--- src/hw/rtl/pfga_pkg.sv ---
// Shared types, constants and helpers of the page frame grant allocator.
package pfga_pkg;

  localparam int MAX_PAGES = 65536;
  localparam int TBL_AW    = $clog2(MAX_PAGES);
  localparam int FRAME_W   = 20;
  localparam int FRAME_XW  = FRAME_W + 1;
  localparam int SP_FRAMES = 1024;
  localparam int SP_CW     = $clog2(SP_FRAMES);
  localparam int CFG_IW    = 2;

  localparam logic [2:0] ST_FREE     = 3'd0;
  localparam logic [2:0] ST_SHARED   = 3'd1;
  localparam logic [2:0] ST_GONE     = 3'd2;
  localparam logic [2:0] ST_RESERVED = 3'd3;
  localparam logic [2:0] ST_ROOT     = 3'd4;

  localparam logic [CFG_IW-1:0] CFG_MEM_LOW  = 2'd0;
  localparam logic [CFG_IW-1:0] CFG_MEM_HIGH = 2'd1;
  localparam logic [CFG_IW-1:0] CFG_INFO     = 2'd2;

  localparam logic [FRAME_W-1:0] MEM_HIGH_RST = 20'd65536;

  localparam logic [1:0] KIND_REG = 2'd0;
  localparam logic [1:0] KIND_MAP = 2'd2;

  localparam logic [31:0] W_ANY      = 32'hFFFF_FFFC;
  localparam logic [31:0] W_ANY_ALT  = 32'hFFFF_FFFE;
  localparam logic [31:0] W_INFO     = 32'h0000_0001;
  localparam logic [31:0] W_WIN_LO   = 32'h4000_0004;
  localparam logic [31:0] W_WIN_HI   = 32'hC000_0000;
  localparam logic [31:0] W_USER_TOP = 32'h4000_0000;
  localparam logic [31:0] DEV_OFFSET = 32'h4000_0000;
  localparam logic [31:0] SP_MASK    = 32'hFFC0_0000;
  localparam logic [31:0] PG_MASK    = 32'hFFFF_F000;
  localparam logic [31:0] KVER_REPLY = 32'h0000_0100;
  localparam logic [7:0]  SP_DESC    = 8'd88;
  localparam logic [31:0] PG_DESC    = 32'd48;
  localparam logic [31:0] SP_DESCW   = 32'd88;

  typedef enum logic [3:0] {
    OP_MARK, OP_KGRANT, OP_KVER, OP_FAIL, OP_UANY,
    OP_UINFO, OP_USUPER, OP_U4K, OP_DEVICE, OP_ECHO
  } op_t;

  typedef struct packed {
    op_t         op;
    logic [15:0] page_index;
    logic [2:0]  mark_status;
    logic [31:0] w0;
    logic [31:0] w1;
    logic [31:0] w2;
  } cmd_t;

  typedef struct packed {
    logic valid;
    cmd_t cmd;
  } cmd_push_t;

  typedef struct packed {
    logic clearing;
    logic idle;
  } back_stat_t;

  typedef struct packed {
    logic                valid;
    logic [CFG_IW-1:0]   index;
    logic [FRAME_W-1:0]  value;
  } cfg_wr_t;

  typedef enum logic [3:0] {
    BS_CLEAR, BS_IDLE, BS_KCHK, BS_KEVAL, BS_UCHK, BS_UEVAL,
    BS_SRD, BS_SEVAL, BS_STAKE, BS_TRD, BS_TEVAL
  } back_state_t;

  function automatic logic in_table(logic [FRAME_XW-1:0] f, logic [FRAME_W-1:0] low);
    logic [FRAME_XW-1:0] d;
    d = f - {1'b0, low};
    return (f >= {1'b0, low}) && (d < FRAME_XW'(MAX_PAGES));
  endfunction

  function automatic logic [TBL_AW-1:0] slot_of(logic [FRAME_XW-1:0] f,
                                                 logic [FRAME_W-1:0] low);
    logic [FRAME_XW-1:0] d;
    d = f - {1'b0, low};
    return d[TBL_AW-1:0];
  endfunction

endpackage

--- src/hw/rtl/pfga_queue.sv ---
// Two-entry command queue between front and back.
module pfga_queue (
  input  logic                clk,
  input  logic                rst,
  input  pfga_pkg::cmd_push_t push,
  input  logic                pop,
  output logic                full,
  output logic                valid,
  output pfga_pkg::cmd_t      head
);
  import pfga_pkg::*;

  cmd_t       ent [2];
  logic       wp;
  logic       rp;
  logic [1:0] count;

  always_ff @(posedge clk) begin
    if (rst) begin
      wp    <= 1'b0;
      rp    <= 1'b0;
      count <= 2'd0;
    end else begin
      if (push.valid) wp <= ~wp;
      if (pop) rp <= ~rp;
      count <= count + 2'(push.valid) - 2'(pop);
    end
    if (push.valid) begin
      ent[wp] <= push.cmd;
    end
  end

  assign full  = count == 2'd2;
  assign valid = count != 2'd0;
  assign head  = ent[rp];
endmodule

--- config.mk ---
export PLATFORM = sky130hd
export DESIGN_NAME = pfga_queue
export DESIGN_NICKNAME = d
export VERILOG_FILES = /design/src/hw/rtl/pfga_pkg.sv /design/src/hw/rtl/pfga_queue.sv
export SDC_FILE = /design/constraint.sdc
export NUM_CORES = 1
export LEC_CHECK = 0
export BUFFER_PORTS_ARGS = -buffer_cell sky130_fd_sc_hd__buf_2
export CAP_MARGIN = 30
export CORE_ASPECT_RATIO = 0.7
export CORE_MARGIN = 2
export CORE_UTILIZATION = 47
export DETAILED_ROUTE_END_ITERATION = 10
export PLACE_DENSITY_LB_ADDON = 0.3
export REMOVE_ABC_BUFFERS = 1
export SYNTH_ARGS = -nofsm -noshare
export SYNTH_HDL_FRONTEND = slang
export SYNTH_SLANG_ARGS = --single-unit
--- constraint.sdc ---
create_clock -name clk -period 7.2 [get_ports clk]
set_input_delay 1.8 -clock clk [delete_from_list [all_inputs] [get_ports clk]]
set_output_delay 1.8 -clock clk [all_outputs]
set_load 0.01 [all_outputs]
After elaboration in Yosys (flattened, before gate mapping)
Memory sizes are Yosys's and may differ from the RTL's. A register that Yosys moved wholly into a read port is not among the register bits.
Cells that the tools add are included.
W data, S select, Z words.
Cells by class
  add/subtract/negate cells: 2
  equality and inequality tests: 1
  muxes and demuxes: 4
  bitwise gates (word level): 2
  reduce and logical (&&, ||, !) cells: 1
Operators with widths (number)
  $mux W1: 4
  $add A2 B1 Y2: 1
  $eq A2 B2 Y1 const B: 1
  $not A1 Y1: 2
  $reduce_bool A2 Y1: 1
  $sub A2 B1 Y2: 1
Word-level totals
  register bits after elaboration: 4
  memory bits (writable): 238
  input bits: 123
  output and inout port bits: 121
  word-level logic and storage cells: 14
  memories: 1
Memory list
  ent: depth 2, width 119, read ports 1, clocked after memory_dff 1, wr ports 1, RTL line pfga_queue.sv:13  | cmd_t ent [2];

Logic depth before layout (Yosys ltp)
  depth in word-level cells: 3
  gate-level depth with buffers: 6
  depth with buffers taken out: 6

Least setup slack after synthesis
No wires, ideal clock.
  path type: input to register
  start point: input port push[119] in the netlist's numbering
  end point: memory ent[0][0] in the netlist's numbering, enable pin
  library setup time: 0.613 ns
  data arrival time: 6.964 ns
  data required time: 6.587 ns
  setup slack: -0.376 ns
  cell stages on the path: 1
  buffers on the path: 0
  cells stage by stage: nor2b_1
On the way
  cells in the longest elaborated chain, start to end: 2
Ends and longest elaborated chain
  start, declared: RTL line pfga_queue.sv:5  | input pfga_pkg::cmd_push_t push,
  $mux W1: RTL line pfga_queue.sv:28  | if (push.valid) begin
  $mux W1 (implied by the code): RTL line pfga_queue.sv:29  | ent[wp] <= push.cmd;
  end, declared: RTL line pfga_queue.sv:13
No other way between the ends.

==> impl_metrics.tcl <==
set metrics [dict create \
    cts_tree "yes" \
    final_util_pct 59.0 \
    tightest_slew_ns 0.849 \
    coreArea_sq_um 18700 \
    outcome "finished clean" \
    ys_warn_count 0 \
    grt_usage_pct 15.8 \
    ir_drop_mv 0.188 \
    drc_errors 0 \
    worstSetupPathType "flop to primary output" \
    ctsHtreeMaxLevel 1 \
    holdBufCountCts 0 \
    cts-root-buf "clkbuf_16" \
    period_share_pct 63.8 \
    diodes 0 \
    ys_seq_area_share_pct 81.6 \
    maxCapViolations 0 \
    dpl.hpwl_microns 10600 \
    port_buffers 243 \
    crit_arrival_ns 2.79 \
    fill_cells 1397 \
    p_seq_share_pct 52.7 \
    p_sw_share_pct 21.4 \
    clockPowerShare_pct 37.1 \
    worstPathMaxFanout 61 \
    clockBufferDepth 3 \
    rows 42 \
    grt_pass1_wl_microns 24600 \
    wl_met3_microns 1830 \
    final_area_sq_um 11000 \
    dieHeight_microns 119 \
    dpl-instance-area_sq_um 10300 \
    p_leak_uw 0.00415 \
    wire_per_inst_microns 17.7 \
    top_layer "met5" \
    drv_slew 0 \
    min_path_type "flop to flop" \
    yosysUniqueCellTypes 13 \
    fin_setup_tns_ns 0 \
    pin_count 244 \
    p_sw_uw 685 \
    area_delta_synth_final_pct 24.2 \
    cp-end-kind "primary output" \
    synth_top_area_share_pct 80.5 \
    powerDensity_nw_per_um2 290 \
    layout_common_cells "buf_2 (243), edfxtp_1 (238), mux2_2 (119)" \
    dr_wl_met2_microns 7270 \
    wirelength_met1_microns 6610 \
    skew_ns 0.0190 \
    drt_iter0_markers 308 \
    cp.required_ns 5.40 \
    relSlewSlack_pct 43.4 \
    synthTopCellsByArea "edfxtp_1 (80%), mux2_2 (15%), clkbuf_8 (1.7%), dfxtp_1 (1.1%), ha_1 (0.28%)" \
    overflow 0 \
    vias_per_cell 4.87 \
    rsz0062_at_grt "false" \
    die_area_sq_um 20000 \
    ant_nets 0 \
    drt_wl_total_microns 16100 \
    dieWidth_microns 168 \
    p_int_uw 2510 \
    post_cts_resized 0 \
    firstDrtPassIters 4 \
    vias 4435 \
    setup_viol 0 \
    hold_viol 0 \
    grt_pass1_vias 4688 \
    cts_made_buffers 24 \
    ys_seq_elements 243 \
    comb_power_share_pct 10.2 \
    drive_gt1_share_pct 60.7 \
    gp_congestion 0.771 \
    syn_area_sq_um 8880 \
    grt_start_max_net_pins 64 \
    syn_avg_cell_area_sq_um 22.7 \
    post_cts_buffers 0 \
    start_kind "flop" \
    synth_cells 391 \
    antenna_found_initial 2 \
    fin_nets 776 \
    cts.sinks 243 \
    final_common_cell "buf_2" \
    yosys.area.top_type "edfxtp_1" \
    min_period_ns 4.59 \
    clk_latency_ns 0.51 \
    clkTransAtPathRegs_ns 0.06 \
    max_freq_mhz 218 \
    initial_core_util_pct 47.5 \
]
## power by group through the flow
| stage | registers, uW | logic, uW | clock network [uW] |
|---|---|---|---|
| 6_report | 1690 | 325 | 1190 |
| 5_1_grt | 1690 | 353 | 1280 |
| 4_1_cts | 1690 | 331 | 1230 |
| 3_5_place_dp | 1720 | 329 | 0 |
| 3_3_place_gp | 1710 | 321 | 0 |
| 2_1_floorplan | 1720 | 181 | 0 |
## final timing paths
path         cells after the start  slack [ns]         end  start
max                              3        2.61    head[58]   flop
min                              2        0.52        flop     rp
min reg2reg                      2        0.52        flop     rp
max reg2reg                      2        4.83  ent[1][68]     wp
## stage by stage
stage	setup slack (ns)	hold WS (ns)	total power, uW	cells
6_report	2.61	0.524	3200	911
5_1_grt	2.44	0.568	3330	911
4_1_cts	2.54	0.537	3240	911
3_5_place_dp	3.09	0.522	2050	867
3_3_place_gp	3.15	0.501	2030	867
2_1_floorplan	-0.376	0.480	1910	378
## critical path, stage by stage, from the launching register on
cell and delay, ns:
dfxtp_4 0.86, buf_4 0.72, mux2_2 0.43, buf_2 0.14
## kinds of logic after synthesis
logic type	Yosys count	share of synthesized area [%]
xor+xnor	3	0.451
fa+ha+maj	2	0.282
buf+inv	15	2.04
flops	243	81.6
mux	119	15.1
simple gates	9	0.521
## flip-flops by register name, indices dropped and copies added (netlist names), named ones only
| signal | count |
|---|---|
| count | 2 |
| ent | 238 |
| rp | 1 |
| wp | 1 |
## metal layers
layer  vias up  track usage [%]
met1      2118             20.3
met3        37             6.81
met5         -                0
li1       2073                -
met2       203             24.7
met4         4             4.74
## synth_stat cells
master	n
edfxtp_1	238
mux2_2	119
clkbuf_8	11
dfxtp_1	5
nor2_1	4
nor2b_1	3
buf_6	2
ha_1	2
inv_1	2
xnor2_1	2
and2_1	1
or2_2	1
xnor3_1	1
## layout make-up
type	count	area, sq um	share of cell area (%)
Clock buffer	34	689	6.25
Clock inverter	10	72.6	0.658
Inverter	2	7.51	0.0681
Multi-Input combinational cell	133	1460	13.2
Sequential cell	243	7250	65.7
Tap cell	242	303	2.75
Timing Repair Buffer	247	1250	11.3
Power figures use the tool's default switching activity.
