$ cat config.mk
export PLATFORM = sky130hd
export DESIGN_NAME = pfga_front
export DESIGN_NICKNAME = d
export VERILOG_FILES = /design/src/hw/rtl/pfga_pkg.sv /design/src/hw/rtl/pfga_front.sv
export SDC_FILE = /design/constraint.sdc
export NUM_CORES = 1
export LEC_CHECK = 0
export BUFFER_PORTS_ARGS = -buffer_cell sky130_fd_sc_hd__buf_4
export CORE_MARGIN = 10
export CORE_UTILIZATION = 46
export CTS_CLUSTER_SIZE = 24
export DETAILED_ROUTE_END_ITERATION = 16
export GPL_ROUTABILITY_DRIVEN = 0
export PLACE_DENSITY_LB_ADDON = 0.25
export SLEW_MARGIN = 20
export SYNTH_ARGS = -nofsm -noshare
export SYNTH_HDL_FRONTEND = slang
export SYNTH_SLANG_ARGS = --single-unit
$ cat constraint.sdc
create_clock -name clk -period 3 [get_ports clk]
set_clock_uncertainty 0.2 [all_clocks]
set_input_delay 0.3 -clock clk [delete_from_list [all_inputs] [get_ports clk]]
set_output_delay 0.3 -clock clk [all_outputs]
set_load 0.05 [all_outputs]
$ cat src/hw/rtl/pfga_pkg.sv
// Shared types, constants and helpers of the page frame grant allocator.
package pfga_pkg;

  localparam int MAX_PAGES = 65536;
  localparam int TBL_AW    = $clog2(MAX_PAGES);
  localparam int FRAME_W   = 20;
  localparam int FRAME_XW  = FRAME_W + 1;
  localparam int SP_FRAMES = 1024;
  localparam int SP_CW     = $clog2(SP_FRAMES);
  localparam int CFG_IW    = 2;

  localparam logic [2:0] ST_FREE     = 3'd0;
  localparam logic [2:0] ST_SHARED   = 3'd1;
  localparam logic [2:0] ST_GONE     = 3'd2;
  localparam logic [2:0] ST_RESERVED = 3'd3;
  localparam logic [2:0] ST_ROOT     = 3'd4;

  localparam logic [CFG_IW-1:0] CFG_MEM_LOW  = 2'd0;
  localparam logic [CFG_IW-1:0] CFG_MEM_HIGH = 2'd1;
  localparam logic [CFG_IW-1:0] CFG_INFO     = 2'd2;

  localparam logic [FRAME_W-1:0] MEM_HIGH_RST = 20'd65536;

  localparam logic [1:0] KIND_REG = 2'd0;
  localparam logic [1:0] KIND_MAP = 2'd2;

  localparam logic [31:0] W_ANY      = 32'hFFFF_FFFC;
  localparam logic [31:0] W_ANY_ALT  = 32'hFFFF_FFFE;
  localparam logic [31:0] W_INFO     = 32'h0000_0001;
  localparam logic [31:0] W_WIN_LO   = 32'h4000_0004;
  localparam logic [31:0] W_WIN_HI   = 32'hC000_0000;
  localparam logic [31:0] W_USER_TOP = 32'h4000_0000;
  localparam logic [31:0] DEV_OFFSET = 32'h4000_0000;
  localparam logic [31:0] SP_MASK    = 32'hFFC0_0000;
  localparam logic [31:0] PG_MASK    = 32'hFFFF_F000;
  localparam logic [31:0] KVER_REPLY = 32'h0000_0100;
  localparam logic [7:0]  SP_DESC    = 8'd88;
  localparam logic [31:0] PG_DESC    = 32'd48;
  localparam logic [31:0] SP_DESCW   = 32'd88;

  typedef enum logic [3:0] {
    OP_MARK, OP_KGRANT, OP_KVER, OP_FAIL, OP_UANY,
    OP_UINFO, OP_USUPER, OP_U4K, OP_DEVICE, OP_ECHO
  } op_t;

  typedef struct packed {
    op_t         op;
    logic [15:0] page_index;
    logic [2:0]  mark_status;
    logic [31:0] w0;
    logic [31:0] w1;
    logic [31:0] w2;
  } cmd_t;

  typedef struct packed {
    logic valid;
    cmd_t cmd;
  } cmd_push_t;

  typedef struct packed {
    logic clearing;
    logic idle;
  } back_stat_t;

  typedef struct packed {
    logic                valid;
    logic [CFG_IW-1:0]   index;
    logic [FRAME_W-1:0]  value;
  } cfg_wr_t;

  typedef enum logic [3:0] {
    BS_CLEAR, BS_IDLE, BS_KCHK, BS_KEVAL, BS_UCHK, BS_UEVAL,
    BS_SRD, BS_SEVAL, BS_STAKE, BS_TRD, BS_TEVAL
  } back_state_t;

  function automatic logic in_table(logic [FRAME_XW-1:0] f, logic [FRAME_W-1:0] low);
    logic [FRAME_XW-1:0] d;
    d = f - {1'b0, low};
    return (f >= {1'b0, low}) && (d < FRAME_XW'(MAX_PAGES));
  endfunction

  function automatic logic [TBL_AW-1:0] slot_of(logic [FRAME_XW-1:0] f,
                                                 logic [FRAME_W-1:0] low);
    logic [FRAME_XW-1:0] d;
    d = f - {1'b0, low};
    return d[TBL_AW-1:0];
  endfunction

endpackage

$ cat src/hw/rtl/pfga_front.sv
// Front end: takes items and classifies them into commands.
module pfga_front (
  input  logic              clk,
  input  logic              rst,
  input  logic              accept,
  input  logic              operation,
  input  logic [15:0]       page_index,
  input  logic [2:0]        mark_status,
  input  logic              from_kernel,
  input  logic [31:0]       req_word0,
  input  logic [31:0]       req_word1,
  input  logic [31:0]       req_word2,
  input  logic              q_full,
  output pfga_pkg::cmd_push_t push,
  output logic              pending
);
  import pfga_pkg::*;

  logic fv;
  cmd_t slot;
  cmd_t cls;

  always_comb begin
    cls.page_index  = page_index;
    cls.mark_status = (mark_status > ST_ROOT) ? ST_RESERVED : mark_status;
    cls.w0 = req_word0;
    cls.w1 = req_word1;
    cls.w2 = req_word2;
    if (!operation) begin
      cls.op = OP_MARK;
    end else if (from_kernel) begin
      if (req_word0 == W_ANY || req_word0 == W_ANY_ALT) cls.op = OP_KGRANT;
      else if (req_word0 == W_INFO && req_word1[7:0] == 8'd0) cls.op = OP_KVER;
      else cls.op = OP_FAIL;
    end else if (req_word0 == W_ANY) begin
      cls.op = OP_UANY;
    end else if (req_word0 == W_INFO) begin
      cls.op = (req_word1[7:0] == 8'd1) ? OP_UINFO : OP_FAIL;
    end else if (req_word0 <= W_USER_TOP) begin
      cls.op = (req_word0[0] && req_word1[7:0] == SP_DESC) ? OP_USUPER : OP_U4K;
    end else if (req_word0 >= W_WIN_LO && req_word0 <= W_WIN_HI) begin
      cls.op = OP_DEVICE;
    end else begin
      cls.op = OP_ECHO;
    end
  end

  always_ff @(posedge clk) begin
    if (rst) begin
      fv <= 1'b0;
    end else if (accept) begin
      fv <= 1'b1;
    end else if (fv && !q_full) begin
      fv <= 1'b0;
    end
    if (accept) begin
      slot <= cls;
    end
  end

  assign push.valid = fv && !q_full;
  assign push.cmd   = slot;
  assign pending    = fv;
endmodule

==> results of run 1 <==
kinds of logic after synthesis:
kind of cell | after synthesis | synth area share
DFF | 120 | 0.9089
and+or+nand+nor | 41 | 0.06550
AOI/OAI and AO/OA | 13 | 0.02468
buffers and inverters | 1 | 0.0009485
through the flow:
| step | hold WS (ns) | std cells | utilization | setup slack, ns | area [um^2] |
|---|---|---|---|---|---|
| 3_3_place_gp | 0.2604 | 523 | 0.7136 | 0.7981 | 5922 |
| 2_1_floorplan | 0.1724 | 175 | - | 1.020 | 3954 |
| 3_5_place_dp | 0.2724 | 523 | 0.7136 | 0.6655 | 5922 |
cells in the mapped netlist:
cell type | number | share of area
or2_1 | 1 | 0.0016
inv_1 | 1 | 0.00095
o211a_1 | 1 | 0.0025
a21oi_1 | 1 | 0.0013
nor2_1 | 4 | 0.0038
o41ai_1 | 1 | 0.0022
a21o_1 | 2 | 0.0038
o21ai_0 | 1 | 0.0013
or4b_1 | 1 | 0.0025
o2111ai_1 | 1 | 0.0022
nor3_1 | 1 | 0.0013
dfxtp_1 | 1 | 0.0051
nand4b_1 | 1 | 0.0022
or4_1 | 1 | 0.0019
nand3_1 | 3 | 0.0038
a31oi_1 | 2 | 0.0032
or3b_2 | 1 | 0.0022
nor4_1 | 9 | 0.014
edfxtp_1 | 119 | 0.90
nor4_2 | 2 | 0.0063
o211ai_1 | 1 | 0.0019
o21bai_1 | 1 | 0.0019
nor2b_1 | 2 | 0.0032
a41o_1 | 1 | 0.0025
nor3b_1 | 2 | 0.0038
nand2_1 | 3 | 0.0028
o21a_1 | 1 | 0.0019
nand4_1 | 10 | 0.016
==> flow_metrics.tcl, run 1 <==
set metrics [dict create \
    status "stopped before the end" \
    stop_stage "clock tree synthesis" \
    error_line "[ERROR RSZ-0060] Max buffer count reached." \
    htree_levels 4 \
    syn_area_um2 3954 \
    initial_utilization 0.4764 \
    die_w_um 112.7 \
    pin_count 242 \
    ys_seq_area_frac 0.9089 \
    rows 33 \
    cts_setup_buffers 0 \
    numCtsBuffers 17 \
    syn-num-nets 296 \
    cts.hold.buffers_added 112 \
    ys_ff_latch 120 \
    yosysWarnings 0 \
    io_buffers 241 \
    syn_avg_cell_area_um2 22.59 \
    synth.distinct_cells 28 \
    clock_sinks 120 \
    synth_cells 175 \
    post_cts_resized 0 \
    cts_buffer_depth 2 \
    dieHeight_um 112.7 \
    clock-root-buffer "clkbuf_8" \
    hpwlAfterDp_mm 9.830 \
]
==> run 2, diff against run 1 <==
- CORE_UTILIZATION: 46 -> 35
- CTS_CLUSTER_SIZE: 24 -> unset
- PLACE_DENSITY_LB_ADDON: 0.25 -> 0.15
==> flow_metrics.tcl, run 2 <==
set metrics [dict create \
    status "complete, no violations" \
    synthArstFlopShare 0 \
    grtUsageMet1 0.1746 \
    setup_tns_ns 0 \
    cts_setup_buffers 0 \
    placed_area_um2 5966 \
    synth_common_cells "119 x edfxtp_1, 10 x nand4_1, 9 x nor4_1, 4 x nor2_1" \
    period_minus_slack_ns 2.511 \
    grt_max_degree 55 \
    mostFrequentLayoutCell "buf_4" \
    syn_area_um2 3954 \
    synth_fa_ha_area_frac 0 \
    diodes 0 \
    worstSetupPathType "input port to flop" \
    yosysTopAreaCell "edfxtp_1" \
    yosys.area_share.simple 0.06551 \
    tightest_slew_ns 0.5967 \
    critPathMaxStageDelay_ns 0.58 \
    crit_chain "dlygate4sd3_1, buf_4, nor4_1, nand4_1, o41ai_1, nor2b_1, nor3b_1" \
    dieHeight_um 126.3 \
    grt_setup_unrepaired "false" \
    pin_count 242 \
    cp_slowest_cell "o41ai_1" \
    clock-root-buffer "clkbuf_16" \
    grt_usage 0.1700 \
    drc 0 \
    mostFrequentLayoutCells "242 x buf_4, 119 x edfxtp_1, 118 x dlygate4sd3_1, 17 x clkbuf_16, 10 x nand4_1" \
    cp_num_buf_inv 2 \
    cts_buffer_depth 2 \
    wire_per_inst_um 19.76 \
    htree_levels 4 \
    synth_cells 175 \
    timing.rr.start "pending" \
    cpLargestDelayFamily "simple AND/OR/NAND/NOR gates" \
    antenna_found_initial 0 \
    drive_gt1_frac 0.4789 \
    core-area_um2 10940 \
    initial_utilization 0.3616 \
    synthMuxAreaShare 0 \
    max_cap_viol_count 0 \
    ff2ff_path_depth 3 \
    syn-num-nets 296 \
    ys_seq_area_frac 0.9089 \
    overflow 0 \
    grt-busiest-layer "met2" \
    place_ws_ns 0.6506 \
    layout_setup_ws_ns 0.4889 \
    hp-class "input port to flop" \
    max_freq_mhz 398.2 \
    ys_dominant_reg_cell "edfxtp_1" \
    grt_pass1_vias 3617 \
    worst-endpoint-arrival_ns 2.46 \
    cp-start-kind "input port" \
    slew_viol_final 0 \
    synth_edf_count 119 \
    drtPass1Iterations 4 \
    cts_tree "done" \
    path_max_fanout 4 \
    syn_to_final_growth_pct 94.62 \
    fin_cells 708 \
    largest_reg_flops 119 \
    slew_headroom 0.6022 \
    hpwlAfterDp_mm 9.817 \
    hold_depth 2 \
    via_per_inst 4.612 \
    grt_pass1_wl_mm 20.88 \
    wirelength_mm 13.99 \
    yosysWarnings 0 \
    r2r-end "pending" \
    clkTransAtPathRegs_ns 0.05 \
    nNetsFinal 676 \
    vdd_drop_max_mv 0.2831 \
    hold_start "operation" \
    critPathCaptureType "flop" \
    r2r_slack_ns 1.63 \
    clock_sinks 120 \
    met3_usage 0.07844 \
    rows 38 \
    required_ns 2.95 \
    met2_usage 0.2962 \
    synth.area.top_cells "edfxtp_1 90%, nand4_1 1.6%, nor4_1 1.4%" \
    synth_top_family_by_area "simple AND/OR/NAND/NOR gates" \
    ant_nets 0 \
    dp.cells 558 \
    setup_viol_count_final 0 \
    io_buffers 241 \
    clock_latency_ns 0.40 \
    hold_end "push[116]" \
    dieArea_um2 15950 \
    finalHoldViolCount 0 \
    powerDensity_nw_per_um2 640.6 \
    synth.top_cell.area_share 0.9038 \
    numCtsBuffers 17 \
    ys_ff_latch 120 \
    dr_total_vias 3265 \
    syn_avg_cell_area_um2 22.59 \
    stdcell_area_um2 7695 \
    first_iter_violations 192 \
    fin_crit_sh 0.8370 \
    synth.distinct_cells 28 \
    die_w_um 126.3 \
    synth.most_common_cell "edfxtp_1" \
    synth_xor_area_frac 0 \
    synth_compound_area_frac 0.02468 \
    power_leakage_nw 3.184 \
]
-- run 2: worst max path at each step --
stage / from / endpoint / cells past startpoint
final: req_word0[15] / push[118] / 7
after global routing: req_word0[20] / push[118] / 7
after CTS: req_word0[20] / push[117] / 7
after detailed placement: req_word0[15] / push[117] / 6
after global placement: req_word0[20] / push[117] / 6
after floorplan: req_word0[1] / push[116] / 5
-- run 2: power breakdown --
group / internal [mW] / total [mW] / switching, mW
logic: 0.371 / 1.01 / 0.643
registers: 1.99 / 2.03 / 0.0377
clock network: 1.21 / 1.88 / 0.674
-- run 2: timing repair --
| item | CTS | global route |
|---|---|---|
| setup endpoints to repair | 0 | 0 |
| resized for setup | 0 | 0 |
| hold buffers | 118 | 0 |
| hold endpoints to repair | 116 | 0 |
-- run 2: final cells by class --
| cell class | count | area (um^2) |
|---|---|---|
| flip-flops and latches | 120 | 3593 |
| fillers | 728 | 3241 |
| repair buffers | 361 | 3018 |
| clock buffers | 22 | 444.2 |
| multi-input cells | 54 | 356.6 |
| well taps | 140 | 175.2 |
| clock inverters | 10 | 103.9 |
| inverters | 1 | 3.754 |
-- run 2: logic make-up after synthesis --
group           count (synthesis)
buf+inv                         1
flops                         120
simple gates                   41
compound gates                 13
-- run 2: through the flow --
step	hold WS (ns)	total power, mW	utilization
finish	0.05663	4.930	0.7037
global route	0.06257	5.094	0.7037
CTS	0.04274	4.969	0.7037
detailed placement	0.2608	2.950	0.5455
global placement	0.2579	2.941	0.5455
floorplan	0.1724	2.546	-
-- run 2: worst reg2reg max path, stage by stage (launching register included) --
cell and delay (ns):
dfxtp_1 0.32, a21oi_1 0.12, nor2_1 0.06, dlygate4sd3_1 0.56
-- run 2: layer usage --
metal  share of wire  wire [um]
met4           0.021        292
met1            0.36       5024
met3            0.10       1440
met5               0          0
met2            0.52       7233
(Power assumes the default switching activity.)
